<file path="src/rtl/tcsm_pkg.sv">
// ----------------------------------------------------------------------------
// tcsm_pkg: shared types and constants
// States, modes, flag bits and the word formats of the TCP endpoint.
// ----------------------------------------------------------------------------
`default_nettype none
package tcsm_pkg;

  typedef enum logic [3:0] {
    ST_CLOSED     = 4'd0,
    ST_LISTEN     = 4'd1,
    ST_SYN_SENT   = 4'd2,
    ST_SYN_RCVD   = 4'd3,
    ST_ESTAB      = 4'd4,
    ST_FIN_WAIT_1 = 4'd5,
    ST_FIN_WAIT_2 = 4'd6,
    ST_CLOSE_WAIT = 4'd7,
    ST_CLOSING    = 4'd8,
    ST_LAST_ACK   = 4'd9,
    ST_TIME_WAIT  = 4'd10
  } conn_state_e;

  typedef enum logic [2:0] {
    MD_SEGMENT   = 3'd0,
    MD_TICK      = 3'd1,
    MD_CONNECT   = 3'd2,
    MD_LISTEN    = 3'd3,
    MD_ACCEPT    = 3'd4,
    MD_CLOSE     = 3'd5,
    MD_PUSH      = 3'd6,
    MD_TERMINATE = 3'd7
  } mode_e;

  typedef enum logic [2:0] {
    CR_LOCAL_PORT  = 3'd0,
    CR_REMOTE_IP   = 3'd1,
    CR_REMOTE_PORT = 3'd2,
    CR_TO_SYN_SENT = 3'd3,
    CR_TO_SYN_RCVD = 3'd4,
    CR_TO_CLOSING  = 3'd5,
    CR_TO_TIME_WAIT = 3'd6
  } cfg_reg_e;

  localparam int CfgIdxW  = 3;
  localparam int CfgDataW = 32;

  localparam logic [2:0] PF_ACK = 3'b001;
  localparam logic [2:0] PF_FIN = 3'b010;
  localparam logic [2:0] PF_PSH = 3'b100;

  localparam logic [3:0] EV_CONNECTED   = 4'b0001;
  localparam logic [3:0] EV_REQUEST     = 4'b0010;
  localparam logic [3:0] EV_PEER_CLOSED = 4'b0100;
  localparam logic [3:0] EV_TERMINATED  = 4'b1000;

  typedef struct packed {
    logic [2:0]  mode;
    logic        is_tcp_ipv4;
    logic        checksum_ok;
    logic [31:0] src_ip;
    logic [15:0] src_port;
    logic [15:0] dst_port;
    logic [31:0] seg_seq;
    logic [31:0] seg_ack;
    logic [3:0]  seg_flags;
    logic [15:0] payload_len;
    logic [15:0] tx_pending;
  } in_word_t;

  typedef struct packed {
    logic        consumed;
    logic        send_segment;
    logic        with_mss_option;
    logic [3:0]  out_flags;
    logic [31:0] out_seq;
    logic [31:0] out_ack;
    logic        with_data;
    logic [11:0] deliver_len;
    logic [15:0] release_bytes;
    logic [3:0]  conn_state;
    logic [3:0]  events;
  } out_word_t;

  // classified word handed from front to back
  typedef struct packed {
    mode_e       mode;
    logic        matched;
    logic        cks_ok;
    logic        syn;
    logic        ack;
    logic        fin;
    logic        rst;
    logic [31:0] src_ip;
    logic [15:0] src_port;
    logic [31:0] seg_seq;
    logic [31:0] seg_ack;
    logic [15:0] payload_len;
    logic [15:0] tx_pending;
  } cmd_t;

endpackage
`default_nettype wire

</file>
<file path="src/rtl/tcsm_if.sv">
// ----------------------------------------------------------------------------
// tcsm_if: valid/ready channels
// Item channel, result channel and configuration write channel.
// ----------------------------------------------------------------------------
`default_nettype none
interface tcsm_in_if;
  logic                valid;
  logic                ready;
  tcsm_pkg::in_word_t  data;
  modport source (output valid, output data, input ready);
  modport sink   (input valid, input data, output ready);
endinterface

interface tcsm_out_if;
  logic                valid;
  logic                ready;
  tcsm_pkg::out_word_t data;
  modport source (output valid, output data, input ready);
  modport sink   (input valid, input data, output ready);
endinterface

interface tcsm_cfg_if;
  logic                          valid;
  logic                          ready;
  logic [tcsm_pkg::CfgIdxW-1:0]  index;
  logic [tcsm_pkg::CfgDataW-1:0] wdata;
  modport source (output valid, output index, output wdata, input ready);
  modport sink   (input valid, input index, input wdata, output ready);
endinterface
`default_nettype wire

</file>
<file path="src/rtl/tcsm_front.sv">
// ----------------------------------------------------------------------------
// tcsm_front: item intake and classification
// Decodes flags and matches the port; the peer match needs back state and
// is finished in the back end.
// ----------------------------------------------------------------------------
`default_nettype none
module tcsm_front (
  input  wire logic                clk_i,
  input  wire logic                rst_ni,
  tcsm_in_if.sink                  in_if,
  input  wire logic [15:0]         local_port_i,
  output tcsm_pkg::cmd_t           cmd_o,
  output logic                     cmd_valid_o,
  input  wire logic                cmd_ready_i
);

  tcsm_pkg::cmd_t cmd_q, cmd_d;
  logic           valid_q;

  assign in_if.ready = !valid_q || cmd_ready_i;

  always_comb begin
    cmd_d             = '0;
    cmd_d.mode        = tcsm_pkg::mode_e'(in_if.data.mode);
    // port and ip/tcp part of the match; peer part done downstream
    cmd_d.matched     = in_if.data.is_tcp_ipv4 && (in_if.data.dst_port == local_port_i);
    cmd_d.cks_ok      = in_if.data.checksum_ok;
    cmd_d.syn         = in_if.data.seg_flags[0];
    cmd_d.ack         = in_if.data.seg_flags[1];
    cmd_d.fin         = in_if.data.seg_flags[2];
    cmd_d.rst         = in_if.data.seg_flags[3];
    cmd_d.src_ip      = in_if.data.src_ip;
    cmd_d.src_port    = in_if.data.src_port;
    cmd_d.seg_seq     = in_if.data.seg_seq;
    cmd_d.seg_ack     = in_if.data.seg_ack;
    cmd_d.payload_len = in_if.data.payload_len;
    cmd_d.tx_pending  = in_if.data.tx_pending;
  end

  always_ff @(posedge clk_i or negedge rst_ni) begin
    if (!rst_ni) begin
      valid_q <= 1'b0;
    end else if (in_if.ready) begin
      valid_q <= in_if.valid;
    end
  end

  always_ff @(posedge clk_i) begin
    if (in_if.ready && in_if.valid) begin
      cmd_q <= cmd_d;
    end
  end

  assign cmd_o       = cmd_q;
  assign cmd_valid_o = valid_q;

endmodule
`default_nettype wire

</file>
<file path="src/rtl/tcsm_queue.sv">
// ----------------------------------------------------------------------------
// tcsm_queue: two-entry word queue
// Decouples the classifier from the state engine.
// ----------------------------------------------------------------------------
`default_nettype none
module tcsm_queue (
  input  wire logic      clk_i,
  input  wire logic      rst_ni,
  input  tcsm_pkg::cmd_t wr_data_i,
  input  wire logic      wr_valid_i,
  output logic           wr_ready_o,
  output tcsm_pkg::cmd_t rd_data_o,
  output logic           rd_valid_o,
  input  wire logic      rd_ready_i
);

  tcsm_pkg::cmd_t mem_q [2];
  logic           wp_q, rp_q;
  logic [1:0]     cnt_q;
  logic           wr_en, rd_en;

  assign wr_ready_o = cnt_q != 2'd2;
  assign rd_valid_o = cnt_q != 2'd0;
  assign wr_en      = wr_valid_i && wr_ready_o;
  assign rd_en      = rd_valid_o && rd_ready_i;
  assign rd_data_o  = mem_q[rp_q];

  always_ff @(posedge clk_i or negedge rst_ni) begin
    if (!rst_ni) begin
      wp_q  <= 1'b0;
      rp_q  <= 1'b0;
      cnt_q <= 2'd0;
    end else begin
      if (wr_en) wp_q <= !wp_q;
      if (rd_en) rp_q <= !rp_q;
      cnt_q <= cnt_q + {1'b0, wr_en} - {1'b0, rd_en};
    end
  end

  always_ff @(posedge clk_i) begin
    if (wr_en) begin
      mem_q[wp_q] <= wr_data_i;
    end
  end

endmodule
`default_nettype wire

</file>
<file path="src/rtl/tcsm_back.sv">
// ----------------------------------------------------------------------------
// tcsm_back: connection state engine
// Applies one classified word per cycle, unless the output stalls, to the
// connection state and registers the result word.
// ----------------------------------------------------------------------------
`default_nettype none
module tcsm_back #(
  parameter int RxPayloadMax = 1460
) (
  input  wire logic      clk_i,
  input  wire logic      rst_ni,
  input  tcsm_pkg::cmd_t cmd_i,
  input  wire logic      cmd_valid_i,
  output logic           cmd_ready_o,
  tcsm_out_if.source     out_if,
  input  wire logic [31:0] remote_ip_i,
  input  wire logic [15:0] remote_port_i,
  input  wire logic [7:0]  to_syn_sent_i,
  input  wire logic [7:0]  to_syn_rcvd_i,
  input  wire logic [7:0]  to_closing_i,
  input  wire logic [7:0]  to_time_wait_i
);

  localparam logic [11:0] RxMax = 12'(RxPayloadMax);

  tcsm_pkg::conn_state_e st_q, st_d;
  logic [31:0] sseq_q, sseq_d, rack_q, rack_d;
  logic [7:0]  tmr_q, tmr_d;
  logic [2:0]  pf_q, pf_d;
  logic [31:0] pip_q, pip_d, lip_q, lip_d, lseq_q, lseq_d;
  logic [15:0] pport_q, pport_d, lport_q, lport_d;
  tcsm_pkg::out_word_t res, out_q;
  logic        ovalid_q, take;

  logic [31:0] diff;
  logic [32:0] backed, bk2;
  logic        pos, syn_st;
  logic [15:0] txp;

  assign cmd_ready_o = !ovalid_q || out_if.ready;
  assign take        = cmd_valid_i && cmd_ready_o;

  always_comb begin
    st_d = st_q; sseq_d = sseq_q; rack_d = rack_q; tmr_d = tmr_q; pf_d = pf_q;
    pip_d = pip_q; pport_d = pport_q; lip_d = lip_q; lport_d = lport_q;
    lseq_d = lseq_q;
    res = '0;
    txp = cmd_i.tx_pending;
    diff = cmd_i.seg_ack - sseq_q;
    backed = {diff[31], diff};
    bk2 = backed;
    pos = 1'b0;
    syn_st = 1'b0;
    case (cmd_i.mode)
      tcsm_pkg::MD_SEGMENT: begin
        if (cmd_i.matched && st_q != tcsm_pkg::ST_CLOSED &&
            ((pip_q == cmd_i.src_ip && pport_q == cmd_i.src_port) ||
             st_q == tcsm_pkg::ST_LISTEN)) begin
          res.consumed = 1'b1;
          lip_d = cmd_i.src_ip; lport_d = cmd_i.src_port; lseq_d = cmd_i.seg_seq;
          if (cmd_i.cks_ok) begin
            if (cmd_i.rst) begin
              if (st_q != tcsm_pkg::ST_LISTEN) begin
                st_d = tcsm_pkg::ST_CLOSED; tmr_d = '0;
                res.release_bytes = txp; res.events = tcsm_pkg::EV_TERMINATED;
              end
            end else begin
              if (!backed[32] && backed != '0) sseq_d = cmd_i.seg_ack;
              if (st_q == tcsm_pkg::ST_SYN_SENT && cmd_i.syn && cmd_i.ack) begin
                rack_d = cmd_i.seg_seq + 32'd1;
                st_d = tcsm_pkg::ST_ESTAB; tmr_d = '0;
                pf_d = pf_q | tcsm_pkg::PF_ACK;
                res.events = tcsm_pkg::EV_CONNECTED;
              end else if (st_q == tcsm_pkg::ST_LISTEN && cmd_i.syn) begin
                res.events = tcsm_pkg::EV_REQUEST;
              end else if (!(st_q == tcsm_pkg::ST_SYN_RCVD && !cmd_i.ack)) begin
                if (st_q == tcsm_pkg::ST_SYN_RCVD) begin
                  syn_st = 1'b1;
                  st_d = tcsm_pkg::ST_ESTAB; tmr_d = '0;
                  res.events = tcsm_pkg::EV_CONNECTED;
                  bk2 = backed - 33'd1;
                end
                pos = !bk2[32] && bk2 != '0;
                if (pos) begin
                  if (bk2 < {17'd0, txp}) begin
                    res.release_bytes = bk2[15:0];
                    bk2 = '0;
                  end else begin
                    res.release_bytes = txp;
                    bk2 = bk2 - {17'd0, txp};
                  end
                end
                if (rack_q != cmd_i.seg_seq) begin
                  pf_d = pf_d | tcsm_pkg::PF_ACK;
                end else begin
                  rack_d = rack_q + {16'd0, cmd_i.payload_len} + {31'd0, cmd_i.fin};
                  if (cmd_i.payload_len != '0) begin
                    pf_d = pf_d | tcsm_pkg::PF_ACK;
                    res.deliver_len = (cmd_i.payload_len < {4'd0, RxMax}) ?
                                      cmd_i.payload_len[11:0] : RxMax;
                  end
                  // a SYN_RCVD word promoted above is handled as ESTAB
                  case (syn_st ? tcsm_pkg::ST_ESTAB : st_q)
                    tcsm_pkg::ST_ESTAB: begin
                      if (cmd_i.fin) begin
                        st_d = tcsm_pkg::ST_CLOSE_WAIT; tmr_d = '0;
                        res.events = res.events | tcsm_pkg::EV_PEER_CLOSED;
                      end
                    end
                    tcsm_pkg::ST_FIN_WAIT_1: begin
                      if (bk2 == 33'd1 && res.release_bytes == txp) begin
                        if (cmd_i.fin) begin
                          st_d = tcsm_pkg::ST_TIME_WAIT; tmr_d = to_time_wait_i;
                          res.events = res.events | tcsm_pkg::EV_PEER_CLOSED;
                        end else begin
                          st_d = tcsm_pkg::ST_FIN_WAIT_2; tmr_d = to_closing_i;
                        end
                      end else if (cmd_i.fin) begin
                        st_d = tcsm_pkg::ST_CLOSING; tmr_d = to_closing_i;
                        pf_d = pf_d | tcsm_pkg::PF_ACK;
                        res.events = res.events | tcsm_pkg::EV_PEER_CLOSED;
                      end
                    end
                    tcsm_pkg::ST_CLOSING: begin
                      if (bk2 == 33'd1 && res.release_bytes == txp) begin
                        st_d = tcsm_pkg::ST_TIME_WAIT; tmr_d = to_time_wait_i;
                      end else begin
                        pf_d = pf_d | tcsm_pkg::PF_ACK;
                      end
                    end
                    tcsm_pkg::ST_FIN_WAIT_2: begin
                      if (cmd_i.fin) begin
                        st_d = tcsm_pkg::ST_TIME_WAIT; tmr_d = to_time_wait_i;
                        pf_d = pf_d | tcsm_pkg::PF_ACK;
                        res.events = res.events | tcsm_pkg::EV_PEER_CLOSED;
                      end
                    end
                    tcsm_pkg::ST_LAST_ACK: begin
                      st_d = tcsm_pkg::ST_CLOSED; tmr_d = '0;
                      res.release_bytes = txp;
                      res.events = res.events | tcsm_pkg::EV_TERMINATED;
                    end
                    default: ;
                  endcase
                end
              end
            end
          end
        end
      end
      tcsm_pkg::MD_TICK: begin
        if (tmr_q == 8'd1 && st_q != tcsm_pkg::ST_CLOSED && st_q != tcsm_pkg::ST_LISTEN &&
            st_q != tcsm_pkg::ST_ESTAB && st_q != tcsm_pkg::ST_CLOSE_WAIT) begin
          st_d = tcsm_pkg::ST_CLOSED; tmr_d = '0;
          res.release_bytes = txp; res.events = tcsm_pkg::EV_TERMINATED;
        end else begin
          if (tmr_q != '0) tmr_d = tmr_q - 8'd1;
          case (st_q)
            tcsm_pkg::ST_SYN_SENT, tcsm_pkg::ST_SYN_RCVD: begin
              res.send_segment = 1'b1; res.with_mss_option = 1'b1;
              res.out_flags = (st_q == tcsm_pkg::ST_SYN_RCVD) ? 4'd3 : 4'd1;
              res.out_seq = sseq_q; res.out_ack = rack_q;
            end
            tcsm_pkg::ST_CLOSING, tcsm_pkg::ST_FIN_WAIT_1, tcsm_pkg::ST_LAST_ACK,
            tcsm_pkg::ST_FIN_WAIT_2, tcsm_pkg::ST_TIME_WAIT, tcsm_pkg::ST_ESTAB: begin
              if (st_q == tcsm_pkg::ST_FIN_WAIT_2) pf_d = pf_d | tcsm_pkg::PF_ACK;
              if ((st_q == tcsm_pkg::ST_CLOSING || st_q == tcsm_pkg::ST_FIN_WAIT_1 ||
                   st_q == tcsm_pkg::ST_LAST_ACK) &&
                  (st_q == tcsm_pkg::ST_LAST_ACK || txp == '0))
                pf_d = pf_d | tcsm_pkg::PF_FIN | tcsm_pkg::PF_ACK;
              if (txp != '0) pf_d = pf_d | tcsm_pkg::PF_ACK;
              if (pf_d != '0) begin
                res.send_segment = 1'b1; res.out_flags = {pf_d, 1'b0};
                res.out_seq = sseq_q; res.out_ack = rack_q;
                res.with_data = txp != '0; pf_d = '0;
              end
            end
            default: ;
          endcase
        end
      end
      tcsm_pkg::MD_CONNECT: begin
        rack_d = '0; pip_d = remote_ip_i; pport_d = remote_port_i;
        st_d = tcsm_pkg::ST_SYN_SENT; tmr_d = to_syn_sent_i;
        res.send_segment = 1'b1; res.with_mss_option = 1'b1; res.out_flags = 4'd1;
        res.out_seq = sseq_q; res.out_ack = rack_d;
      end
      tcsm_pkg::MD_LISTEN: begin
        pip_d = '0; st_d = tcsm_pkg::ST_LISTEN; tmr_d = '0;
      end
      tcsm_pkg::MD_ACCEPT: begin
        pip_d = lip_q; pport_d = lport_q; rack_d = lseq_q + 32'd1;
        res.send_segment = 1'b1; res.with_mss_option = 1'b1; res.out_flags = 4'd3;
        res.out_seq = sseq_q; res.out_ack = rack_d;
        st_d = tcsm_pkg::ST_SYN_RCVD; tmr_d = to_syn_rcvd_i;
      end
      tcsm_pkg::MD_CLOSE: begin
        if (st_q == tcsm_pkg::ST_CLOSE_WAIT) begin
          st_d = tcsm_pkg::ST_LAST_ACK; tmr_d = to_closing_i;
        end else if (st_q == tcsm_pkg::ST_ESTAB) begin
          st_d = tcsm_pkg::ST_FIN_WAIT_1; tmr_d = to_closing_i;
        end
      end
      tcsm_pkg::MD_PUSH: begin
        pf_d = pf_q | tcsm_pkg::PF_PSH;
        if (txp != '0) pf_d = pf_d | tcsm_pkg::PF_ACK;
        res.send_segment = 1'b1; res.out_flags = {pf_d, 1'b0};
        res.out_seq = sseq_q; res.out_ack = rack_q;
        res.with_data = txp != '0; pf_d = '0;
      end
      default: begin
        st_d = tcsm_pkg::ST_CLOSED; tmr_d = '0;
        res.release_bytes = txp; res.events = tcsm_pkg::EV_TERMINATED;
      end
    endcase
    res.conn_state = st_d;
  end

  always_ff @(posedge clk_i or negedge rst_ni) begin
    if (!rst_ni) begin
      st_q <= tcsm_pkg::ST_CLOSED; sseq_q <= '0; rack_q <= '0; tmr_q <= '0;
      pf_q <= '0; pip_q <= '0; pport_q <= '0; lip_q <= '0; lport_q <= '0;
      lseq_q <= '0; ovalid_q <= 1'b0;
    end else begin
      if (take) begin
        st_q <= st_d; sseq_q <= sseq_d; rack_q <= rack_d; tmr_q <= tmr_d;
        pf_q <= pf_d; pip_q <= pip_d; pport_q <= pport_d; lip_q <= lip_d;
        lport_q <= lport_d; lseq_q <= lseq_d;
      end
      if (cmd_ready_o) ovalid_q <= cmd_valid_i;
    end
  end

  always_ff @(posedge clk_i) begin
    if (take) out_q <= res;
  end

  assign out_if.valid = ovalid_q;
  assign out_if.data  = out_q;

endmodule
`default_nettype wire

</file>
<file path="src/rtl/tcp_connection_state_machine.sv">
// ----------------------------------------------------------------------------
// tcp_connection_state_machine: single TCP connection endpoint
// Classifier front end, two-word queue and connection state engine.
// ----------------------------------------------------------------------------
//  channel   dir   word         handshake
//  in_if     in    in_word_t    valid/ready
//  out_if    out   out_word_t   valid/ready
//  cfg_if    in    index/wdata  valid/ready, always ready
//
// One word per cycle sustained unless the output stalls; words pass through
// the front register, the queue and the result register. The state engine
// updates as it takes each word, so words follow back to back. Reset clears
// connection state, valid flags and configuration; timeouts reset to 10. A
// stalled output holds the engine; the queue absorbs the front end's word.
`default_nettype none
module tcp_connection_state_machine #(
  parameter int RX_PAYLOAD_MAX = 1460
) (
  input  wire logic clk_i,
  input  wire logic rst_ni,
  tcsm_in_if.sink   in_if,
  tcsm_out_if.source out_if,
  tcsm_cfg_if.sink  cfg_if
);

  logic [15:0] local_port_q, remote_port_q;
  logic [31:0] remote_ip_q;
  logic [7:0]  to_ss_q, to_sr_q, to_cl_q, to_tw_q;

  tcsm_pkg::cmd_t f_cmd, q_cmd;
  logic f_valid, f_ready, q_valid, q_ready;

  assign cfg_if.ready = 1'b1;

  always_ff @(posedge clk_i or negedge rst_ni) begin
    if (!rst_ni) begin
      local_port_q <= '0; remote_ip_q <= '0; remote_port_q <= '0;
      to_ss_q <= 8'd10; to_sr_q <= 8'd10; to_cl_q <= 8'd10; to_tw_q <= 8'd10;
    end else if (cfg_if.valid) begin
      case (cfg_if.index)
        tcsm_pkg::CR_LOCAL_PORT:   local_port_q  <= cfg_if.wdata[15:0];
        tcsm_pkg::CR_REMOTE_IP:    remote_ip_q   <= cfg_if.wdata;
        tcsm_pkg::CR_REMOTE_PORT:  remote_port_q <= cfg_if.wdata[15:0];
        tcsm_pkg::CR_TO_SYN_SENT:  to_ss_q       <= cfg_if.wdata[7:0];
        tcsm_pkg::CR_TO_SYN_RCVD:  to_sr_q       <= cfg_if.wdata[7:0];
        tcsm_pkg::CR_TO_CLOSING:   to_cl_q       <= cfg_if.wdata[7:0];
        tcsm_pkg::CR_TO_TIME_WAIT: to_tw_q       <= cfg_if.wdata[7:0];
        default: ;
      endcase
    end
  end

  tcsm_front u_front (
    .clk_i, .rst_ni, .in_if, .local_port_i(local_port_q),
    .cmd_o(f_cmd), .cmd_valid_o(f_valid), .cmd_ready_i(f_ready)
  );

  tcsm_queue u_queue (
    .clk_i, .rst_ni, .wr_data_i(f_cmd), .wr_valid_i(f_valid), .wr_ready_o(f_ready),
    .rd_data_o(q_cmd), .rd_valid_o(q_valid), .rd_ready_i(q_ready)
  );

  tcsm_back #(.RxPayloadMax(RX_PAYLOAD_MAX)) u_back (
    .clk_i, .rst_ni, .cmd_i(q_cmd), .cmd_valid_i(q_valid), .cmd_ready_o(q_ready),
    .out_if, .remote_ip_i(remote_ip_q), .remote_port_i(remote_port_q),
    .to_syn_sent_i(to_ss_q), .to_syn_rcvd_i(to_sr_q),
    .to_closing_i(to_cl_q), .to_time_wait_i(to_tw_q)
  );

endmodule
`default_nettype wire

</file>
<file path="src/flat_wrapper.sv">
// flat-port wrapper written by rule: the top's interface ports become plain ports
module tcp_connection_state_machine_flat 
#(
  parameter int RX_PAYLOAD_MAX = 1460
)
  (clk_i, rst_ni, in_if_valid, in_if_data, in_if_ready, out_if_valid, out_if_data, out_if_ready, cfg_if_valid, cfg_if_index, cfg_if_wdata, cfg_if_ready);
  tcsm_in_if in_if_i ();
  tcsm_out_if out_if_i ();
  tcsm_cfg_if cfg_if_i ();
  input  wire logic clk_i;
  input  wire logic rst_ni;
  input wire logic [$bits(in_if_i.valid)-1:0] in_if_valid;
  input wire logic [$bits(in_if_i.data)-1:0] in_if_data;
  output wire logic [$bits(in_if_i.ready)-1:0] in_if_ready;
  output wire logic [$bits(out_if_i.valid)-1:0] out_if_valid;
  output wire logic [$bits(out_if_i.data)-1:0] out_if_data;
  input wire logic [$bits(out_if_i.ready)-1:0] out_if_ready;
  input wire logic [$bits(cfg_if_i.valid)-1:0] cfg_if_valid;
  input wire logic [$bits(cfg_if_i.index)-1:0] cfg_if_index;
  input wire logic [$bits(cfg_if_i.wdata)-1:0] cfg_if_wdata;
  output wire logic [$bits(cfg_if_i.ready)-1:0] cfg_if_ready;
  assign in_if_i.valid = in_if_valid;
  assign in_if_i.data = in_if_data;
  assign in_if_ready = in_if_i.ready;
  assign out_if_valid = out_if_i.valid;
  assign out_if_data = out_if_i.data;
  assign out_if_i.ready = out_if_ready;
  assign cfg_if_i.valid = cfg_if_valid;
  assign cfg_if_i.index = cfg_if_index;
  assign cfg_if_i.wdata = cfg_if_wdata;
  assign cfg_if_ready = cfg_if_i.ready;
  tcp_connection_state_machine #(.RX_PAYLOAD_MAX(RX_PAYLOAD_MAX)) u_core (.clk_i(clk_i), .rst_ni(rst_ni), .in_if(in_if_i), .out_if(out_if_i), .cfg_if(cfg_if_i));
endmodule
</file>
<file path="config.mk">
export PLATFORM = sky130hd
export DESIGN_NAME = tcp_connection_state_machine_flat
export DESIGN_NICKNAME = d
export VERILOG_FILES = /design/src/rtl/tcsm_pkg.sv /design/src/rtl/tcsm_if.sv /design/src/rtl/tcsm_front.sv /design/src/rtl/tcsm_queue.sv /design/src/rtl/tcsm_back.sv /design/src/rtl/tcp_connection_state_machine.sv /design/src/flat_wrapper.sv
export SDC_FILE = /design/constraint.sdc
export NUM_CORES = 2
export LEC_CHECK = 0
export BUFFER_PORTS_ARGS = -buffer_cell sky130_fd_sc_hd__buf_2
export CORE_MARGIN = 2
export CORE_UTILIZATION = 61
export CTS_BUF_LIST = sky130_fd_sc_hd__clkbuf_16
export CTS_CLUSTER_DIAMETER = 150
export DETAILED_ROUTE_END_ITERATION = 8
export PLACE_DENSITY = 0.81
export SLEW_MARGIN = 5
export SYNTH_ARGS = -nofsm -noshare
export SYNTH_HDL_FRONTEND = slang
export SYNTH_SLANG_ARGS = --single-unit
</file>
<file path="constraint.sdc">
create_clock -name clk_i -period 14.15 [get_ports clk_i]
set_clock_uncertainty 0.2 [all_clocks]
set_input_delay 0.7075 -clock clk_i [delete_from_list [all_inputs] [get_ports clk_i]]
set_output_delay 0.7075 -clock clk_i [all_outputs]
set_load 0.1 [all_outputs]
</file>
==> impl_metrics.json <==
{
  "critical_path_class": "flop to flop",
  "portBuffers": 318,
  "status": "completed",
  "critPathTopFamily": "compound AO/OA/AOI/OAI gates",
  "tightestPinTransition_ns": 1.22,
  "ys_async_sr_fraction": 0.352,
  "cts_tree": "built",
  "cp_slowest_cell": "xnor2_1",
  "insertion_delay_ns": 0.68,
  "synth-seq-cells": 875,
  "ant_nets": 0,
  "cp_max_fo": 15,
  "synthCells": 3484,
  "synthSimpleGateAreaFrac": 0.117,
  "grt_use_total": 0.304,
  "setup_violations": 0,
  "post-cts-setup-buffer-count": 0,
  "period_share": 0.628,
  "final_area_mm2": 0.0479,
  "avgViaCountPerCell": 6.17,
  "power_density_mw_per_mm2": 258,
  "cp.required_ns": 14.48,
  "htree_levels": 3,
  "syn_nets": 3764,
  "syn-cell-area_mm2": 0.0418,
  "fp-row-count": 95,
  "drt_first_pass_iters": 6,
  "clk_path_buf_depth": 3,
  "p_clk_frac": 0.185,
  "synth_edf_count": 567,
  "synth_compound_area_frac": 0.117,
  "start_kind": "flop",
  "drt_iter0_drc": 2789,
  "drc_errors": 0,
  "synth_top_family_by_area": "compound AO/OA/AOI/OAI gates",
  "die_area_mm2": 0.0707,
  "wl_per_cell_um": 22.4,
  "setup-tns-final_ns": 0,
  "cts.sinks": 875,
  "fmax_mhz": 113,
  "end_kind": "flop",
  "ios": 320,
  "drv_slew": 0,
  "gp_congestion": 0.952,
  "grt_overflow": 0,
  "worst-path-buf-inv": 2,
  "irDropWorstVdd_uv": 317,
  "root_buffer": "clkbuf_16",
  "combinationalPowerShare": 0.485,
  "synth.area.mux_share": 0.0819,
  "antenna_found_initial": 5,
  "hold_class": "input pin to flop",
  "hold_viol_final": 0,
  "synthAdderAreaFrac": 0.0220,
  "power.leakage_nw": 19.0,
  "clkTransAtPathRegs_ns": 0.06,
  "swShare": 0.450,
  "layout_common_cells": "567 x edfxtp_1, 317 x buf_2, 299 x dfrtp_1, 289 x nor2_1, 238 x nand2_1",
  "fillers": 4590,
  "coreArea_mm2": 0.0675,
  "ys_seq_area_frac": 0.592,
  "fin_nets": 4135,
  "synth_xor_area_frac": 0.0479,
  "grt_setup_unrepaired": "false",
  "holdWs_ns": 0.0235,
  "layout.cells.non_filler": 4805,
  "post_cts_resize_count": 0,
  "start_util": 0.619,
  "synthToLayoutAreaGrowth_pct": 14.6,
  "dp.cells": 4579,
  "synth_cell_types": 111,
  "fin_crit_ns": 8.88,
  "arrival_ns": 9.21,
  "grt_pass1_wl_um": 167000,
  "cpMostUsedCell": "a21oi_1",
  "grt_max_degree": 125,
  "p_sw_mw": 5.57,
  "intPower_mw": 6.80,
  "cts_buffers": 88,
  "routed_wirelength_um": 107000,
  "max_stage_delay_ns": 0.62,
  "first_global_vias": 29500,
  "final_common_cell": "edfxtp_1",
  "pwr-share-seq": 0.331,
  "post-dp-hpwl_um": 74100,
  "die_w_um": 266,
  "avgSynthCellArea_um2": 12.0,
  "die_height_um": 266,
  "yosys_warnings": 0,
  "drv_cap": 0,
  "ys.flop_type": "edfxtp_1",
  "postPlaceCellArea_mm2": 0.0444,
  "max_slew_margin": 0.186,
  "drive_above_1_share": 0.189,
  "routed-via-count": 29700
}
power groups by stage:
| stage | Clock, mW | Sequential (mW) | Combinational (mW) |
|---|---|---|---|
| 3_3_place_gp | 0 | 4.09 | 5.82 |
| 5_1_grt | 2.40 | 4.16 | 6.49 |
| 4_1_cts | 2.31 | 4.08 | 5.94 |
| 6_report | 2.28 | 4.09 | 5.99 |
| 3_5_place_dp | 0 | 4.12 | 5.88 |
| 2_1_floorplan | 0 | 4.97 | 3.63 |
synthesized netlist by cell type (37+ instances only):
cell / count / area [um2]
nor2_1: 291 / 1090
nand4_1: 44 / 275
nand2_1: 239 / 897
nor4_1: 38 / 238
clkbuf_1: 117 / 439
edfxtp_1: 567 / 17000
and2_1: 51 / 319
mux2_2: 174 / 1960
nor3_1: 64 / 320
o21ai_0: 186 / 931
dfrtp_1: 300 / 7510
ha_1: 67 / 838
nand3_1: 61 / 305
a21o_1: 42 / 315
a21oi_1: 232 / 1160
inv_1: 107 / 402
xnor2_1: 164 / 1440
mux2i_1: 143 / 1430
and3_1: 37 / 231
xor2_1: 63 / 552
a22oi_1: 41 / 308
state kept, by name (all words and copies together) (netlist names), 16 cells and up:
register	flops
u_core.u_queue.mem_q	306
u_core.u_front.cmd_o	153
u_core.u_back.out_if.data	108
u_core.remote_ip_q	32
u_core.u_back.lip_q	32
u_core.u_back.lseq_q	32
u_core.u_back.pip_q	32
u_core.u_back.rack_q	32
u_core.u_back.sseq_q	32
u_core.local_port_q	16
u_core.remote_port_q	16
u_core.u_back.lport_q	16
u_core.u_back.pport_q	16
per-layer routing:
metal  wire [um]  global-route usage  vias up
met5          23                   0        -
met4        3050              0.0951        4
met3        7370              0.0486      199
met2       51800               0.499     1164
met1       45100               0.420    14600
li1            -                   -    13700
cell type report:
class | count | area [um2] | share of cell area
clock buffer | 88 | 2200 | 0.0460
timing repair buffer | 421 | 2530 | 0.0529
clock inverter | 76 | 676 | 0.0141
multi-input combinational | 2361 | 16200 | 0.339
antenna | 3 | 7.51 | 0.000157
sequential | 875 | 24700 | 0.517
tap | 873 | 1090 | 0.0228
inverter | 108 | 405 | 0.00846
logic make-up (layout without fill, tap and decap cells):
| logic type | count (synthesis) | in the layout |
|---|---|---|
| simple gates | 978 | 978 |
| xor+xnor | 228 | 228 |
| compound gates | 762 | 762 |
| buf+inv | 248 | 693 |
| fa+ha+maj | 71 | 71 |
| flops | 875 | 875 |
| other cells | 2 | 5 |
| mux | 320 | 320 |
timing repair:
action | CTS | global route
endpoints found under the setup margin | 0 | 0
endpoints found under the hold margin | 104 | 1
hold buffers | 58 | 1
metrics by stage:
step           utilization  total power, mW  setup slack (ns)
5_1_grt              0.710             13.0              4.59
2_1_floorplan            -             8.60              3.97
6_report             0.710             12.4              5.27
3_3_place_gp         0.658             9.91              5.78
3_5_place_dp         0.658             10.0              5.49
4_1_cts              0.709             12.3              5.44
path summary, 6_finish.rpt:
path | end | cells after the start | slack (ns) | start
max | u_core.u_back.tmr_q[3] | 28 | 5.27 | u_core.u_queue.rp_q
min reg2reg | u_core.u_queue.mem_q[1][83] | 0 | 0.23 | u_core.u_front.cmd_o[83]
min | u_core.u_front.cmd_o[33] | 1 | 0.02 | in_if_data[37]
min in group asynchronous | u_core.u_back.sseq_q[3] | 2 | 0.35 | rst_ni
max reg2reg | u_core.u_back.tmr_q[3] | 28 | 5.27 | u_core.u_queue.rp_q
max in group asynchronous | u_core.u_back.lseq_q[27] | 4 | 11.27 | rst_ni
Power figures use the tool's default switching activity.
